### src/sv/bupd_pkg.sv
package bupd_pkg;

   localparam int DIM_W   = 16;
   localparam int QDEPTH  = 4;
   localparam int QPTR_W  = $clog2(QDEPTH);
   localparam int QCNT_W  = $clog2(QDEPTH + 1);

   localparam logic       KIND_PIXEL = 1'b0;
   localparam logic       KIND_ERROR = 1'b1;

   localparam logic [1:0] ERR_NONE  = 2'd0;
   localparam logic [1:0] ERR_SHORT = 2'd1;
   localparam logic [1:0] ERR_UNSUP = 2'd2;
   localparam logic [1:0] ERR_TRUNC = 2'd3;

   localparam logic [31:0] HDR_LAST    = 32'd53;
   localparam logic [31:0] PIXEL_START = 32'd54;

   typedef enum logic [1:0] {
      FR_HEADER,
      FR_SKIP,
      FR_STREAM,
      FR_DRAIN
   } fr_phase_type;

   typedef enum logic [1:0] {
      BK_IDLE,
      BK_PIXELS,
      BK_DONE
   } bk_state_type;

   typedef enum logic [1:0] {
      TK_START,
      TK_DATA,
      TK_ERROR
   } tok_kind_type;

   typedef struct packed {
      tok_kind_type     kind;
      logic [1:0]       code;
      logic [7:0]       data;
      logic             eof;
      logic [DIM_W-1:0] width;
      logic [DIM_W-1:0] height;
      logic             bpp32;
   } token_type;

endpackage

### src/sv/bupd_front.sv
module bupd_front #(
   parameter int MAX_WIDTH  = 4096,
   parameter int MAX_HEIGHT = 4096
) (
   input  logic                clock,
   input  logic                reset,
   input  logic                req_valid,
   input  logic                req_stall,
   input  logic [7:0]          req_data_byte,
   input  logic                req_end_of_file,
   output logic                push,
   output bupd_pkg::token_type push_token
);
   import bupd_pkg::*;

   fr_phase_type phase_ff, phase_in;
   logic [31:0]  pos_ff, pos_in;
   logic [31:0]  off_ff, off_in;
   logic [31:0]  wid_ff, wid_in;
   logic [31:0]  hgt_ff, hgt_in;
   logic [3:0]   chk_ff, chk_in;   // planes, bc24, bc32, no compression

   logic         accept;
   logic         hdr_ok;
   logic [1:0]   byte_idx;

   assign accept = req_valid && !req_stall;

   assign hdr_ok = chk_ff[0] && chk_ff[3] && (chk_ff[1] || chk_ff[2]) &&
                   (wid_ff != 32'd0) && (wid_ff <= 32'(MAX_WIDTH)) &&
                   (hgt_ff != 32'd0) && (hgt_ff <= 32'(MAX_HEIGHT));

   always_comb begin
      phase_in   = phase_ff;
      pos_in     = pos_ff;
      off_in     = off_ff;
      wid_in     = wid_ff;
      hgt_in     = hgt_ff;
      chk_in     = chk_ff;
      push       = 1'b0;
      byte_idx   = 2'd0;
      push_token = '{kind: TK_DATA, code: ERR_NONE, data: req_data_byte,
                     eof: req_end_of_file, width: wid_ff[DIM_W-1:0],
                     height: hgt_ff[DIM_W-1:0], bpp32: chk_ff[2]};
      if (accept) begin
         case (phase_ff)
            FR_HEADER: begin
               case (pos_ff) inside
                  [32'd10:32'd13]: begin
                     byte_idx = 2'(pos_ff - 32'd10);
                     off_in[8*byte_idx +: 8] = req_data_byte;
                  end
                  [32'd18:32'd21]: begin
                     byte_idx = 2'(pos_ff - 32'd18);
                     wid_in[8*byte_idx +: 8] = req_data_byte;
                  end
                  [32'd22:32'd25]: begin
                     byte_idx = 2'(pos_ff - 32'd22);
                     hgt_in[8*byte_idx +: 8] = req_data_byte;
                  end
                  32'd26: if (req_data_byte == 8'd1) chk_in[0] = 1'b1;
                  32'd27: if (req_data_byte != 8'd0) chk_in[0] = 1'b0;
                  32'd28: begin
                     if (req_data_byte == 8'd24) chk_in[1] = 1'b1;
                     if (req_data_byte == 8'd32) chk_in[2] = 1'b1;
                  end
                  32'd29: if (req_data_byte != 8'd0) chk_in[2:1] = 2'b00;
                  32'd30: if (req_data_byte == 8'd0) chk_in[3] = 1'b1;
                  [32'd31:32'd33]: if (req_data_byte != 8'd0) chk_in[3] = 1'b0;
                  default: ;
               endcase
               if (pos_ff == HDR_LAST) begin
                  push = 1'b1;
                  if (!hdr_ok) begin
                     push_token.kind = TK_ERROR;
                     push_token.code = ERR_UNSUP;
                     phase_in        = FR_DRAIN;
                  end else begin
                     phase_in = (off_ff > PIXEL_START) ? FR_SKIP : FR_STREAM;
                     if (req_end_of_file) begin
                        push_token.kind = TK_ERROR;
                        push_token.code = ERR_TRUNC;
                     end else begin
                        push_token.kind = TK_START;
                     end
                  end
               end else if (req_end_of_file) begin
                  push            = 1'b1;
                  push_token.kind = TK_ERROR;
                  push_token.code = ERR_SHORT;
               end
            end
            FR_SKIP: begin
               if ((33'(pos_ff) + 33'd1 >= 33'(off_ff)) || (pos_ff == '1))
                  phase_in = FR_STREAM;
               if (req_end_of_file) begin
                  push            = 1'b1;
                  push_token.kind = TK_ERROR;
                  push_token.code = ERR_TRUNC;
               end
            end
            FR_STREAM: push = 1'b1;
            default: ;
         endcase
         if (pos_ff != '1)
            pos_in = pos_ff + 32'd1;
         // end of file: ready for the next file
         if (req_end_of_file) begin
            phase_in = FR_HEADER;
            pos_in   = '0;
            off_in   = '0;
            wid_in   = '0;
            hgt_in   = '0;
            chk_in   = '0;
         end
      end
   end

   always_ff @(posedge clock) begin
      if (reset) begin
         phase_ff <= FR_HEADER;
         pos_ff   <= '0;
         off_ff   <= '0;
         wid_ff   <= '0;
         hgt_ff   <= '0;
         chk_ff   <= '0;
      end else begin
         phase_ff <= phase_in;
         pos_ff   <= pos_in;
         off_ff   <= off_in;
         wid_ff   <= wid_in;
         hgt_ff   <= hgt_in;
         chk_ff   <= chk_in;
      end
   end

endmodule

### src/sv/bupd_queue.sv
module bupd_queue (
   input  logic                clock,
   input  logic                reset,
   input  logic                push,
   input  bupd_pkg::token_type push_token,
   input  logic                pop,
   output logic                full,
   output logic                head_valid,
   output bupd_pkg::token_type head_token
);
   import bupd_pkg::*;

   token_type         mem [QDEPTH];
   logic [QPTR_W-1:0] wr_ptr_ff, wr_ptr_in;
   logic [QPTR_W-1:0] rd_ptr_ff, rd_ptr_in;
   logic [QCNT_W-1:0] count_ff, count_in;
   logic              do_push;
   logic              do_pop;

   assign full       = (count_ff == QCNT_W'(QDEPTH));
   assign head_valid = (count_ff != '0);
   assign head_token = mem[rd_ptr_ff];
   assign do_push    = push && !full;
   assign do_pop     = pop && head_valid;

   always_comb begin
      wr_ptr_in = do_push ? QPTR_W'(wr_ptr_ff + 1'b1) : wr_ptr_ff;
      rd_ptr_in = do_pop  ? QPTR_W'(rd_ptr_ff + 1'b1) : rd_ptr_ff;
      count_in  = count_ff;
      if (do_push && !do_pop)
         count_in = count_ff + 1'b1;
      else if (do_pop && !do_push)
         count_in = count_ff - 1'b1;
   end

   always_ff @(posedge clock) begin
      if (do_push)
         mem[wr_ptr_ff] <= push_token;
   end

   always_ff @(posedge clock) begin
      if (reset) begin
         wr_ptr_ff <= '0;
         rd_ptr_ff <= '0;
         count_ff  <= '0;
      end else begin
         wr_ptr_ff <= wr_ptr_in;
         rd_ptr_ff <= rd_ptr_in;
         count_ff  <= count_in;
      end
   end

endmodule

### src/sv/bupd_back.sv
module bupd_back #(
   parameter int MAX_WIDTH  = 4096,
   parameter int MAX_HEIGHT = 4096
) (
   input  logic                clock,
   input  logic                reset,
   input  logic                head_valid,
   input  bupd_pkg::token_type head_token,
   output logic                pop,
   output logic                rsp_valid,
   input  logic                rsp_stall,
   output logic                rsp_result_kind,
   output logic [1:0]          rsp_error_code,
   output logic [11:0]         rsp_column,
   output logic [11:0]         rsp_row,
   output logic [7:0]          rsp_red,
   output logic [7:0]          rsp_green,
   output logic [7:0]          rsp_blue,
   output logic [7:0]          rsp_alpha,
   output logic                rsp_has_alpha,
   output logic                rsp_last_pixel
);
   import bupd_pkg::*;

   localparam int WW = $clog2(MAX_WIDTH + 1);
   localparam int HW = $clog2(MAX_HEIGHT + 1);

   bk_state_type  state_ff, state_in;
   logic [WW-1:0] wid_ff, wid_in;
   logic [HW-1:0] hgt_ff, hgt_in;
   logic          bpp32_ff, bpp32_in;
   logic [WW-1:0] col_ff, col_in;
   logic [HW-1:0] frow_ff, frow_in;
   logic [1:0]    bip_ff, bip_in;
   logic [1:0]    pad_ff, pad_in;
   logic [23:0]   pb_ff, pb_in;

   logic          valid_ff, valid_in;
   logic          kind_ff, kind_in;
   logic [1:0]    code_ff, code_in;
   logic [11:0]   column_ff, column_in;
   logic [11:0]   row_ff, row_in;
   logic [7:0]    red_ff, red_in;
   logic [7:0]    green_ff, green_in;
   logic [7:0]    blue_ff, blue_in;
   logic [7:0]    alpha_ff, alpha_in;
   logic          has_alpha_ff, has_alpha_in;
   logic          last_ff, last_in;

   logic          out_free;
   logic          pix_done;
   logic          row_end;
   logic          img_end;
   logic [23:0]   pb_next;
   logic [31:0]   col_ext;
   logic [31:0]   row_ext;

   assign out_free = !valid_ff || !rsp_stall;
   assign pop      = head_valid && out_free;

   assign row_end = (WW'(col_ff) + 1'b1 == wid_ff);
   assign img_end = row_end && (HW'(frow_ff) + 1'b1 == hgt_ff);
   assign col_ext = 32'(col_ff);
   assign row_ext = 32'(hgt_ff) - 32'd1 - 32'(frow_ff);

   always_comb begin
      pb_next = pb_ff;
      if (bip_ff != 2'd3)
         pb_next[8*bip_ff +: 8] = head_token.data;
   end

   always_comb begin
      state_in     = state_ff;
      wid_in       = wid_ff;
      hgt_in       = hgt_ff;
      bpp32_in     = bpp32_ff;
      col_in       = col_ff;
      frow_in      = frow_ff;
      bip_in       = bip_ff;
      pad_in       = pad_ff;
      pb_in        = pb_ff;
      valid_in     = valid_ff && rsp_stall;
      kind_in      = kind_ff;
      code_in      = code_ff;
      column_in    = column_ff;
      row_in       = row_ff;
      red_in       = red_ff;
      green_in     = green_ff;
      blue_in      = blue_ff;
      alpha_in     = alpha_ff;
      has_alpha_in = has_alpha_ff;
      last_in      = last_ff;
      pix_done     = 1'b0;

      if (pop) begin
         case (head_token.kind)
            TK_START: begin
               state_in = BK_PIXELS;
               wid_in   = head_token.width[WW-1:0];
               hgt_in   = head_token.height[HW-1:0];
               bpp32_in = head_token.bpp32;
               col_in   = '0;
               frow_in  = '0;
               bip_in   = '0;
               pad_in   = '0;
               pb_in    = '0;
            end
            TK_DATA: begin
               if (state_ff == BK_PIXELS) begin
                  if (pad_ff != 2'd0) begin
                     pad_in = pad_ff - 2'd1;
                  end else if (bip_ff == (bpp32_ff ? 2'd3 : 2'd2)) begin
                     pix_done     = 1'b1;
                     valid_in     = 1'b1;
                     kind_in      = KIND_PIXEL;
                     code_in      = ERR_NONE;
                     column_in    = col_ext[11:0];
                     row_in       = row_ext[11:0];
                     red_in       = pb_next[23:16];
                     green_in     = pb_next[15:8];
                     blue_in      = pb_next[7:0];
                     alpha_in     = bpp32_ff ? head_token.data : 8'd0;
                     has_alpha_in = bpp32_ff;
                     last_in      = img_end;
                     bip_in       = '0;
                     pb_in        = '0;
                     if (img_end) begin
                        state_in = BK_DONE;
                     end else if (row_end) begin
                        col_in  = '0;
                        frow_in = frow_ff + 1'b1;
                        // 24-bit rows pad by width mod 4; 32-bit rows never pad
                        pad_in  = bpp32_ff ? 2'd0 : wid_ff[1:0];
                     end else begin
                        col_in = col_ff + 1'b1;
                     end
                  end else begin
                     bip_in = bip_ff + 2'd1;
                     pb_in  = pb_next;
                  end
                  // truncation replaces any pixel this word completes, except the image's last pixel
                  if (head_token.eof && !(pix_done && img_end)) begin
                     valid_in     = 1'b1;
                     kind_in      = KIND_ERROR;
                     code_in      = ERR_TRUNC;
                     column_in    = '0;
                     row_in       = '0;
                     red_in       = '0;
                     green_in     = '0;
                     blue_in      = '0;
                     alpha_in     = '0;
                     has_alpha_in = 1'b0;
                     last_in      = 1'b0;
                  end
               end
               if (head_token.eof)
                  state_in = BK_IDLE;
            end
            TK_ERROR: begin
               state_in     = BK_IDLE;
               valid_in     = 1'b1;
               kind_in      = KIND_ERROR;
               code_in      = head_token.code;
               column_in    = '0;
               row_in       = '0;
               red_in       = '0;
               green_in     = '0;
               blue_in      = '0;
               alpha_in     = '0;
               has_alpha_in = 1'b0;
               last_in      = 1'b0;
            end
            default: ;
         endcase
      end
   end

   always_ff @(posedge clock) begin
      if (reset) begin
         state_ff <= BK_IDLE;
         valid_ff <= 1'b0;
         col_ff   <= '0;
         frow_ff  <= '0;
         bip_ff   <= '0;
         pad_ff   <= '0;
      end else begin
         state_ff <= state_in;
         valid_ff <= valid_in;
         col_ff   <= col_in;
         frow_ff  <= frow_in;
         bip_ff   <= bip_in;
         pad_ff   <= pad_in;
      end
   end

   always_ff @(posedge clock) begin
      wid_ff       <= wid_in;
      hgt_ff       <= hgt_in;
      bpp32_ff     <= bpp32_in;
      pb_ff        <= pb_in;
      kind_ff      <= kind_in;
      code_ff      <= code_in;
      column_ff    <= column_in;
      row_ff       <= row_in;
      red_ff       <= red_in;
      green_ff     <= green_in;
      blue_ff      <= blue_in;
      alpha_ff     <= alpha_in;
      has_alpha_ff <= has_alpha_in;
      last_ff      <= last_in;
   end

   assign rsp_valid       = valid_ff;
   assign rsp_result_kind = kind_ff;
   assign rsp_error_code  = code_ff;
   assign rsp_column      = column_ff;
   assign rsp_row         = row_ff;
   assign rsp_red         = red_ff;
   assign rsp_green       = green_ff;
   assign rsp_blue        = blue_ff;
   assign rsp_alpha       = alpha_ff;
   assign rsp_has_alpha   = has_alpha_ff;
   assign rsp_last_pixel  = last_ff;

   a_err_clean: assert property (@(posedge clock) disable iff (reset)
      (valid_ff && kind_ff == KIND_ERROR) |->
         (column_ff == '0 && row_ff == '0 && has_alpha_ff == 1'b0 && last_ff == 1'b0))
      else $error("error word carries pixel fields");

   a_pix_code: assert property (@(posedge clock) disable iff (reset)
      (valid_ff && kind_ff == KIND_PIXEL) |-> (code_ff == ERR_NONE))
      else $error("pixel word carries an error code");

   a_pix_state: assert property (@(posedge clock) disable iff (reset)
      pix_done |-> (state_ff == BK_PIXELS && pad_ff == 2'd0))
      else $error("pixel completed outside pixel data");

   a_rgb_alpha: assert property (@(posedge clock) disable iff (reset)
      (valid_ff && kind_ff == KIND_PIXEL && !has_alpha_ff) |-> (alpha_ff == 8'd0))
      else $error("alpha set on 24-bit pixel");

   a_done_hold: assert property (@(posedge clock) disable iff (reset)
      (state_ff == BK_DONE && !(pop && head_token.eof)) |=> (state_ff == BK_DONE))
      else $error("left finished image before end of file");

endmodule

### src/sv/bmp_uncompressed_pixel_decoder_core.sv
// Uncompressed 24/32-bit BMP pixel decoder.
// The req_ channel takes the file one byte per word (req_data_byte, with
// req_end_of_file on the last byte). The header is parsed on the fly; byte 53
// decides between unsupported (error 2) and pixel decoding. Each completed
// pixel leaves on the rsp_ channel as one word with column, top-down row and
// R, G, B, A; short headers and truncated data leave as one error word.
// Throughput: one byte per cycle while the queue is not full. A pixel word
// passes from the front parser into the four-entry token queue and then
// through the back assembler's output register. The queue lets the parser
// keep taking bytes while a result waits under rsp_stall; req_stall rises
// only when the queue is full, so a stalled receiver holds the input after
// at most four pending tokens.
// Bytes that produce no token (header, skip, drain of a rejected file) never
// wait on rsp_stall unless the queue is full.
// Reset (synchronous, active high) empties the queue, drops any pending word
// and returns the parser to the start of a file; the end-of-file byte does
// the same for the parser state after it is taken.
module bmp_uncompressed_pixel_decoder_core #(
   parameter int MAX_WIDTH  = 4096,
   parameter int MAX_HEIGHT = 4096
) (
   input  logic        clock,
   input  logic        reset,
   input  logic        req_valid,
   output logic        req_stall,
   input  logic [7:0]  req_data_byte,
   input  logic        req_end_of_file,
   output logic        rsp_valid,
   input  logic        rsp_stall,
   output logic        rsp_result_kind,
   output logic [1:0]  rsp_error_code,
   output logic [11:0] rsp_column,
   output logic [11:0] rsp_row,
   output logic [7:0]  rsp_red,
   output logic [7:0]  rsp_green,
   output logic [7:0]  rsp_blue,
   output logic [7:0]  rsp_alpha,
   output logic        rsp_has_alpha,
   output logic        rsp_last_pixel
);
   import bupd_pkg::*;

   logic      push;
   token_type push_token;
   logic      q_full;
   logic      head_valid;
   token_type head_token;
   logic      pop;

   assign req_stall = q_full;

   bupd_front #(
      .MAX_WIDTH  (MAX_WIDTH),
      .MAX_HEIGHT (MAX_HEIGHT)
   ) u_front (
      .clock           (clock),
      .reset           (reset),
      .req_valid       (req_valid),
      .req_stall       (req_stall),
      .req_data_byte   (req_data_byte),
      .req_end_of_file (req_end_of_file),
      .push            (push),
      .push_token      (push_token)
   );

   bupd_queue u_queue (
      .clock      (clock),
      .reset      (reset),
      .push       (push),
      .push_token (push_token),
      .pop        (pop),
      .full       (q_full),
      .head_valid (head_valid),
      .head_token (head_token)
   );

   bupd_back #(
      .MAX_WIDTH  (MAX_WIDTH),
      .MAX_HEIGHT (MAX_HEIGHT)
   ) u_back (
      .clock           (clock),
      .reset           (reset),
      .head_valid      (head_valid),
      .head_token      (head_token),
      .pop             (pop),
      .rsp_valid       (rsp_valid),
      .rsp_stall       (rsp_stall),
      .rsp_result_kind (rsp_result_kind),
      .rsp_error_code  (rsp_error_code),
      .rsp_column      (rsp_column),
      .rsp_row         (rsp_row),
      .rsp_red         (rsp_red),
      .rsp_green       (rsp_green),
      .rsp_blue        (rsp_blue),
      .rsp_alpha       (rsp_alpha),
      .rsp_has_alpha   (rsp_has_alpha),
      .rsp_last_pixel  (rsp_last_pixel)
   );

endmodule

### config.mk
export PLATFORM = sky130hd
export DESIGN_NAME = bmp_uncompressed_pixel_decoder_core
export DESIGN_NICKNAME = d
export VERILOG_FILES = /design/src/sv/bupd_pkg.sv /design/src/sv/bupd_front.sv /design/src/sv/bupd_queue.sv /design/src/sv/bupd_back.sv /design/src/sv/bmp_uncompressed_pixel_decoder_core.sv
export SDC_FILE = /design/constraint.sdc
export NUM_CORES = 1
export LEC_CHECK = 0
export BUFFER_PORTS_ARGS = -buffer_cell sky130_fd_sc_hd__buf_2
export CELL_PAD_IN_SITES_DETAIL_PLACEMENT = 0
export CELL_PAD_IN_SITES_GLOBAL_PLACEMENT = 1
export CORE_MARGIN = 2
export CORE_UTILIZATION = 50
export DETAILED_ROUTE_END_ITERATION = 12
export GPL_TIMING_DRIVEN = 0
export PLACE_DENSITY = 0.91
export RECOVER_POWER = 100
export SYNTH_ARGS = -nofsm -noshare
export SYNTH_HDL_FRONTEND = slang
export SYNTH_SLANG_ARGS = --single-unit
### constraint.sdc
create_clock -name clock -period 4.6 [get_ports clock]
set_clock_uncertainty 0.05 [all_clocks]
set_input_delay 0.46 -clock clock [delete_from_list [all_inputs] [get_ports clock]]
set_output_delay 0.46 -clock clock [all_outputs]
set_load 0.02 [all_outputs]
Word level (Yosys, flattened, before mapping)
Memories as Yosys holds them, arrays and structs flattened. A register that Yosys moved wholly into a read port is not among the register bits.
Index checks and enable logic that the tools add are counted.

storage, ports and cells
  bits in registers = 286
  memory bits (writable) = 184
  word-level logic and storage cells = 357
  memories = 1

memories
  memory       words  bits a word  read ports  clocked after Yosys merged registers in  write ports  RTL line          source
  u_queue.mem  4      46           1           1                                        1            bupd_queue.sv:13  token_type mem [QDEPTH];

cells by class
  $add $sub $neg = 19
  order comparisons = 12
  equal/unequal tests = 48
  shift-type cells = 8
  muxes and demuxes = 168
  reduce and logical (&&, ||, !) cells = 69

operator list
  operator                 number
  $mux 32                  14
  $eq 32x5->1 const B      5
  $mux 8                   17
  $neg 5->34               4
  $mux 13                  10
  $shift 8x34->32 const A  3
  $shiftx 8x34->32         3
  $bwmux 32                3
  $ge 32x5->1 const B      3
  $mux 12                  8
  $mux 24                  4
  $mux 2                   35
  $le 32x13->1 const B     2
  $le 32x5->1 const B      2
  $pmux 8 s2               4
  $reduce_bool 32->1       2
  $pmux 13 s2              2
  $pmux 12 s2              2
  $pmux 24 s2              1
  $mux 1                   47
  $shift 8x34->24 const A  1
  $shiftx 8x34->24         1
  $add 32x1->33 const B    1
  $ge 33x32->1             1
  54 further kinds         149

Longest topological paths before layout
  word-level depth = 14
  depth in mapped cells = 17

Hierarchy
A second synthesis with hierarchy kept.

second synthesis, totals
  cell total of the unflattened synthesis = 1,864
  area total of the unflattened synthesis = 21,976.1 um2

modules (own cells, without submodules)
  module      times used  cells each  area an instance (um2)  seq. area each (um2)
  bupd_front  1           915         7,637.3                 2,682.6
  bupd_back   1           661         7,169.4                 4,023.9
  bupd_queue  1           288         7,169.4                 5,705.5

Worst setup path after synthesis
No wires, ideal clock.

  path type = reg2reg
  start point = register u_front.pos_ff[0]
  end point = register u_front.phase_ff[1]
  setup time = 0.121 ns
  data arrival time = 3.896 ns
  required time = 4.429 ns
  path slack = 0.534 ns
  cell stages (with the launch flop) = 17
  period minus slack after synthesis = 4.066 ns
  cell sequence = dfxtp_1 -> ha_1 -> clkbuf_1 -> nand3_1 -> or3_1 -> nor2_1 -> nand3_1 -> nor2_1 -> xor2_1 -> ha_1 -> nand4_1 -> nor4_1 -> a2111oi_0 -> o21ai_0 -> a211oi_1 -> nor4_1 -> mux2_2

on the way
  word-level cells in the longest chain between the ends = 5
  elaborated cells between the ends (all ways) = 8
  those cells by class = add/sub: 1; order compare: 1; eq/ne: 4; reduce/logical: 2

ends and longest elaborated chain
  item                          RTL line           source
  start: declaration            bupd_front.sv:17   logic [31:0] pos_ff, pos_in;
  start signal: assignment      bupd_front.sv:129  pos_ff <= pos_in;
  $add 32x1->33                 bupd_front.sv:94   if ((33'(pos_ff) + 33'd1 >= 33'(off_ff)) || (pos_ff == '1))
  $ge 33x32->1                  bupd_front.sv:94
  $logic_or 1x1->1              bupd_front.sv:94
  $ne 3x2->1 (no line)          --
  $reduce_and 4->1 (no line) *  --
  end signal: assignment        bupd_front.sv:128  phase_ff <= phase_in;
  end: declaration              bupd_front.sv:16   fr_phase_type phase_ff, phase_in;

Every way passes the cells marked *; elsewhere a longest branch is shown, timed or not.
A chain may end at the register's enable or synchronous reset.

Final worst setup path
  start point = register u_front.pos_ff[9]
  end point = memory u_queue.mem[3][28] (netlist name) (enable)

on the way
  word-level cells in the longest chain between the ends = 7

ends and longest elaborated chain
  item                          RTL line          source
  $eq 32x6->1                   bupd_front.sv:72  if (pos_ff == HDR_LAST) begin
  $mux 1                        bupd_front.sv:72
  $pmux 1 s3                    bupd_front.sv:46  case (phase_ff)
  $mux 1                        bupd_front.sv:45  if (accept) begin
  $logic_and 1x1->1             bupd_queue.sv:23  assign do_push = push && !full;
  via u_queue.do_push           bupd_queue.sv:17  logic do_push;
  $mux 1                        bupd_queue.sv:37  if (do_push)
  $mux 1 (implied by the code)  bupd_queue.sv:38  mem[wr_ptr_ff] <= push_token;
  end: declaration              bupd_queue.sv:13

The timed path passes the listed nets, and every way through them passes these cells.

==> impl_metrics.json <==
{
  "root_buffer": "clkbuf_16",
  "top_layer": "met4",
  "endpoint_kind": "flop",
  "row_count": 74,
  "grt.total_usage_pct": 23.24,
  "ys_types": 79,
  "place_area_sq_um": 21730,
  "syn_avg_cell_area_sq_um": 11.55,
  "grt_antenna_before_repair": 0,
  "status": "finished with violations",
  "ir_worst_vdd_v": 0.0002952,
  "synthCells": 1783,
  "wl_mm": 49.58,
  "clk_path_buf_depth": 3,
  "path_class": "flop to flop",
  "slowest_delay_ns": 0.82,
  "ys_seq_area_share_pct": 56.78,
  "maxSlewHeadroom_pct": -5.321,
  "fmax_ghz": 0.2311,
  "die_w_um": 206.9,
  "dieHeight_um": 206.9,
  "finalSetupViolCount": 0,
  "drt_iter0_drc": 1099,
  "io_pins": 76,
  "vias": 14465,
  "cp_top_family": "simple AND/OR/NAND/NOR gates",
  "leakage_uw": 0.008178,
  "dpl.hpwl_mm": 35.41,
  "violations": "max-capacitance violations, max-slew violations",
  "synth_flop_cell": "edfxtp_1",
  "start_util_pct": 50.54,
  "cts_buffers": 47,
  "p_total_uw": 11850,
  "hold_viol": 0,
  "syn-cell-area_sq_um": 20590,
  "io_buffers": 75,
  "gp_congestion": 0.9373,
  "met3_length_mm": 2.869,
  "hp-class": "input port to flop",
  "grt_max_degree": 62,
  "n_antenna_cell": 0,
  "rsz0062_at_grt": "false",
  "syn-num-nets": 1862,
  "wl_per_cell_um": 19.97,
  "grt_pass1_wl_mm": 77.59,
  "nets": 1991,
  "fin_crit_sh_pct": 94.08,
  "grt-ovfl-total": 0,
  "clk_pin_slew_worst_paths_ns": 0.06,
  "cts_tree": "done",
  "slew_violations": 99,
  "viasPerCell": 5.826,
  "path_buf_inv": 2,
  "cts_num_sinks": 448,
  "crit_slowest_cell": "clkbuf_2",
  "crit_chain": "clkbuf_1, nor4_1, nand4_1, nor3_1, o21ai_0, a21oi_1, and2_0, clkbuf_2",
  "drive_above_1_share_pct": 8.508,
  "synth_edf_count": 272,
  "syn2layout_area_growth_pct": 13.09,
  "drc": 0,
  "cp-start-kind": "flop",
  "cts_max_level": 2,
  "grt_pass1_vias": 14037,
  "layout_min_cycle_time_ns": 4.328,
  "dr_wl_met2_mm": 24.68,
  "finalInstanceArea_sq_um": 23290,
  "worst_pin_slew_ns": 1.579,
  "cellPowerDensity_nw_per_um2": 509.0,
  "clk_latency_ns": 0.60,
  "async_flop_share_pct": 0,
  "synth-warning-count": 0,
  "dieArea_sq_um": 42820,
  "drtPass1Iterations": 6,
  "drt-met1-wl_mm": 20.42,
  "maxCapViolCount": 4,
  "cp_max_fo": 34,
  "antenna_left": 0,
  "core-area_sq_um": 40740,
  "synth_seq_cells": 448,
  "arrival_ns": 4.49,
  "cp.required_ns": 4.76
}
synth_stat cells, types with 12 or more instances:
cell,count,share of area [%]
edfxtp_1,272,40
nor2_1,252,4.6
dfxtp_1,176,17
mux2i_1,85,4.1
inv_1,75,1.4
a21oi_1,69,1.7
clkbuf_1,67,1.2
ha_1,64,3.9
o21ai_0,61,1.5
nand3_1,60,1.5
nand2_1,55,1.0
a22oi_1,52,1.9
and2_1,51,1.5
nor4_1,44,1.3
xnor2_1,43,1.8
mux4_2,40,4.4
nor3_1,35,0.85
xor2_1,35,1.5
and3_1,21,0.64
nand4_1,20,0.61
nand2b_1,18,0.55
a21o_1,17,0.62
o31ai_1,13,0.47
or3_1,12,0.36
worst paths after layout:
kind                                    from                         endpoint  slack (ns)  cells past startpoint
max           u_front.pos_ff[9]$_SDFFE_PP0P_     u_queue.mem[3][28]$_DFFE_PP_        0.27                      8
min                         req_data_byte[3]     u_queue.mem[0][37]$_DFFE_PP_        0.11                      1
max reg2reg   u_front.pos_ff[9]$_SDFFE_PP0P_     u_queue.mem[3][28]$_DFFE_PP_        0.27                      8
min reg2reg  u_back.state_ff[1]$_SDFFE_PP0P_  u_back.state_ff[1]$_SDFFE_PP0P_        0.44                      2
power by group:
group          switching, uW  internal (uW)
Clock                   1620           2390
Combinational           1830            845
Sequential               206           4970
state kept, by name (all words and copies together) (netlist names), 8 cells and up, named ones only:
name and cells:
u_back.col_ff 13, u_front.off_ff 32, u_back.rsp_alpha 8, u_front.wid_ff 32, u_back.rsp_row 12, u_back.rsp_red 8
u_back.rsp_blue 8, u_queue.mem 160, u_back.wid_ff 13, u_back.rsp_column 12, u_back.frow_ff 13, u_front.pos_ff 32
u_back.hgt_ff 13, u_back.rsp_green 8, u_back.pb_ff 24, u_front.hgt_ff 32
repair_timing:
item,in CTS,in global routing
gates resized for setup,12,12
hold buffers,0,0
buffers inserted,1,0
cloned,1,0
pin swaps,1,0
endpoints found under the setup margin,23,32
final cells by class:
class	count	area, sq um
multi-input cells	1178	8361
clock buffers	60	1285
inverters	76	286.5
flip-flops and latches	448	11690
repair buffers	80	312.8
clock inverters	28	362.8
repair inverters	1	5.005
fillers	3333	17450
plain buffers	80	314.1
well taps	532	665.6
kinds of logic (layout without fill, tap and decap cells):
| group | count (synthesis) | in the layout | share of synthesized area (%) |
|---|---|---|---|
| AO/OA/AOI/OAI | 276 | 276 | 8.732 |
| adder cells (fa/ha/maj) | 66 | 66 | 4.083 |
| buffers and inverters | 157 | 325 | 2.965 |
| AND/OR/NAND/NOR | 631 | 631 | 15.48 |
| multiplexers | 126 | 126 | 8.562 |
| flip-flops | 448 | 448 | 56.78 |
| XOR/XNOR | 79 | 79 | 3.397 |
metal layers:
metal | GRT usage [%] | vias up
li1 | - | 6849
met1 | 29.44 | 7003
met2 | 40.42 | 505
met3 | 3.281 | 108
met4 | 8.865 | 0
met5 | 0 | -
stage by stage:
step | TNS (ns) | cells | hold WS [ns] | util, % | worst slack, ns
2_1_floorplan | 0 | 1783 | 0.4030 | - | 0.5337
3_3_place_gp | -7.837 | 2390 | 0.4149 | 53.10 | -0.7987
3_5_place_dp | -7.741 | 2394 | 0.4259 | 53.34 | -0.8294
4_1_cts | 0 | 2483 | 0.01765 | 57.54 | 0.05740
5_1_grt | 0 | 2483 | 0.1117 | 57.16 | 0.004895
6_report | 0 | 2483 | 0.1102 | 57.16 | 0.2723
layout by cell type, fill, tap and decap left out, drive strengths merged, types with 4 or more instances in the layout:
cell / instances
and4: 8
clkinv: 16
and3: 26
a21oi: 69
mux2i: 85
o21ai: 62
xor2: 35
a31oi: 6
nor3b: 7
inv: 78
a32oi: 5
nor4: 45
clkbuf: 210
o211ai: 5
clkinvlp: 4
nand2: 55
a211oi: 7
and2: 52
nand3b: 11
a22oi: 52
a211o: 4
mux4: 40
ha: 64
edfxtp: 272
nor3: 38
or3: 12
dfxtp: 176
nor2: 255
xnor2: 44
nand2b: 18
buf: 10
nand3: 61
o31ai: 13
a21o: 17
nand4: 20
bufinv: 7
nor2b: 7
No activity file was read; power rests on OpenSTA's default activity.
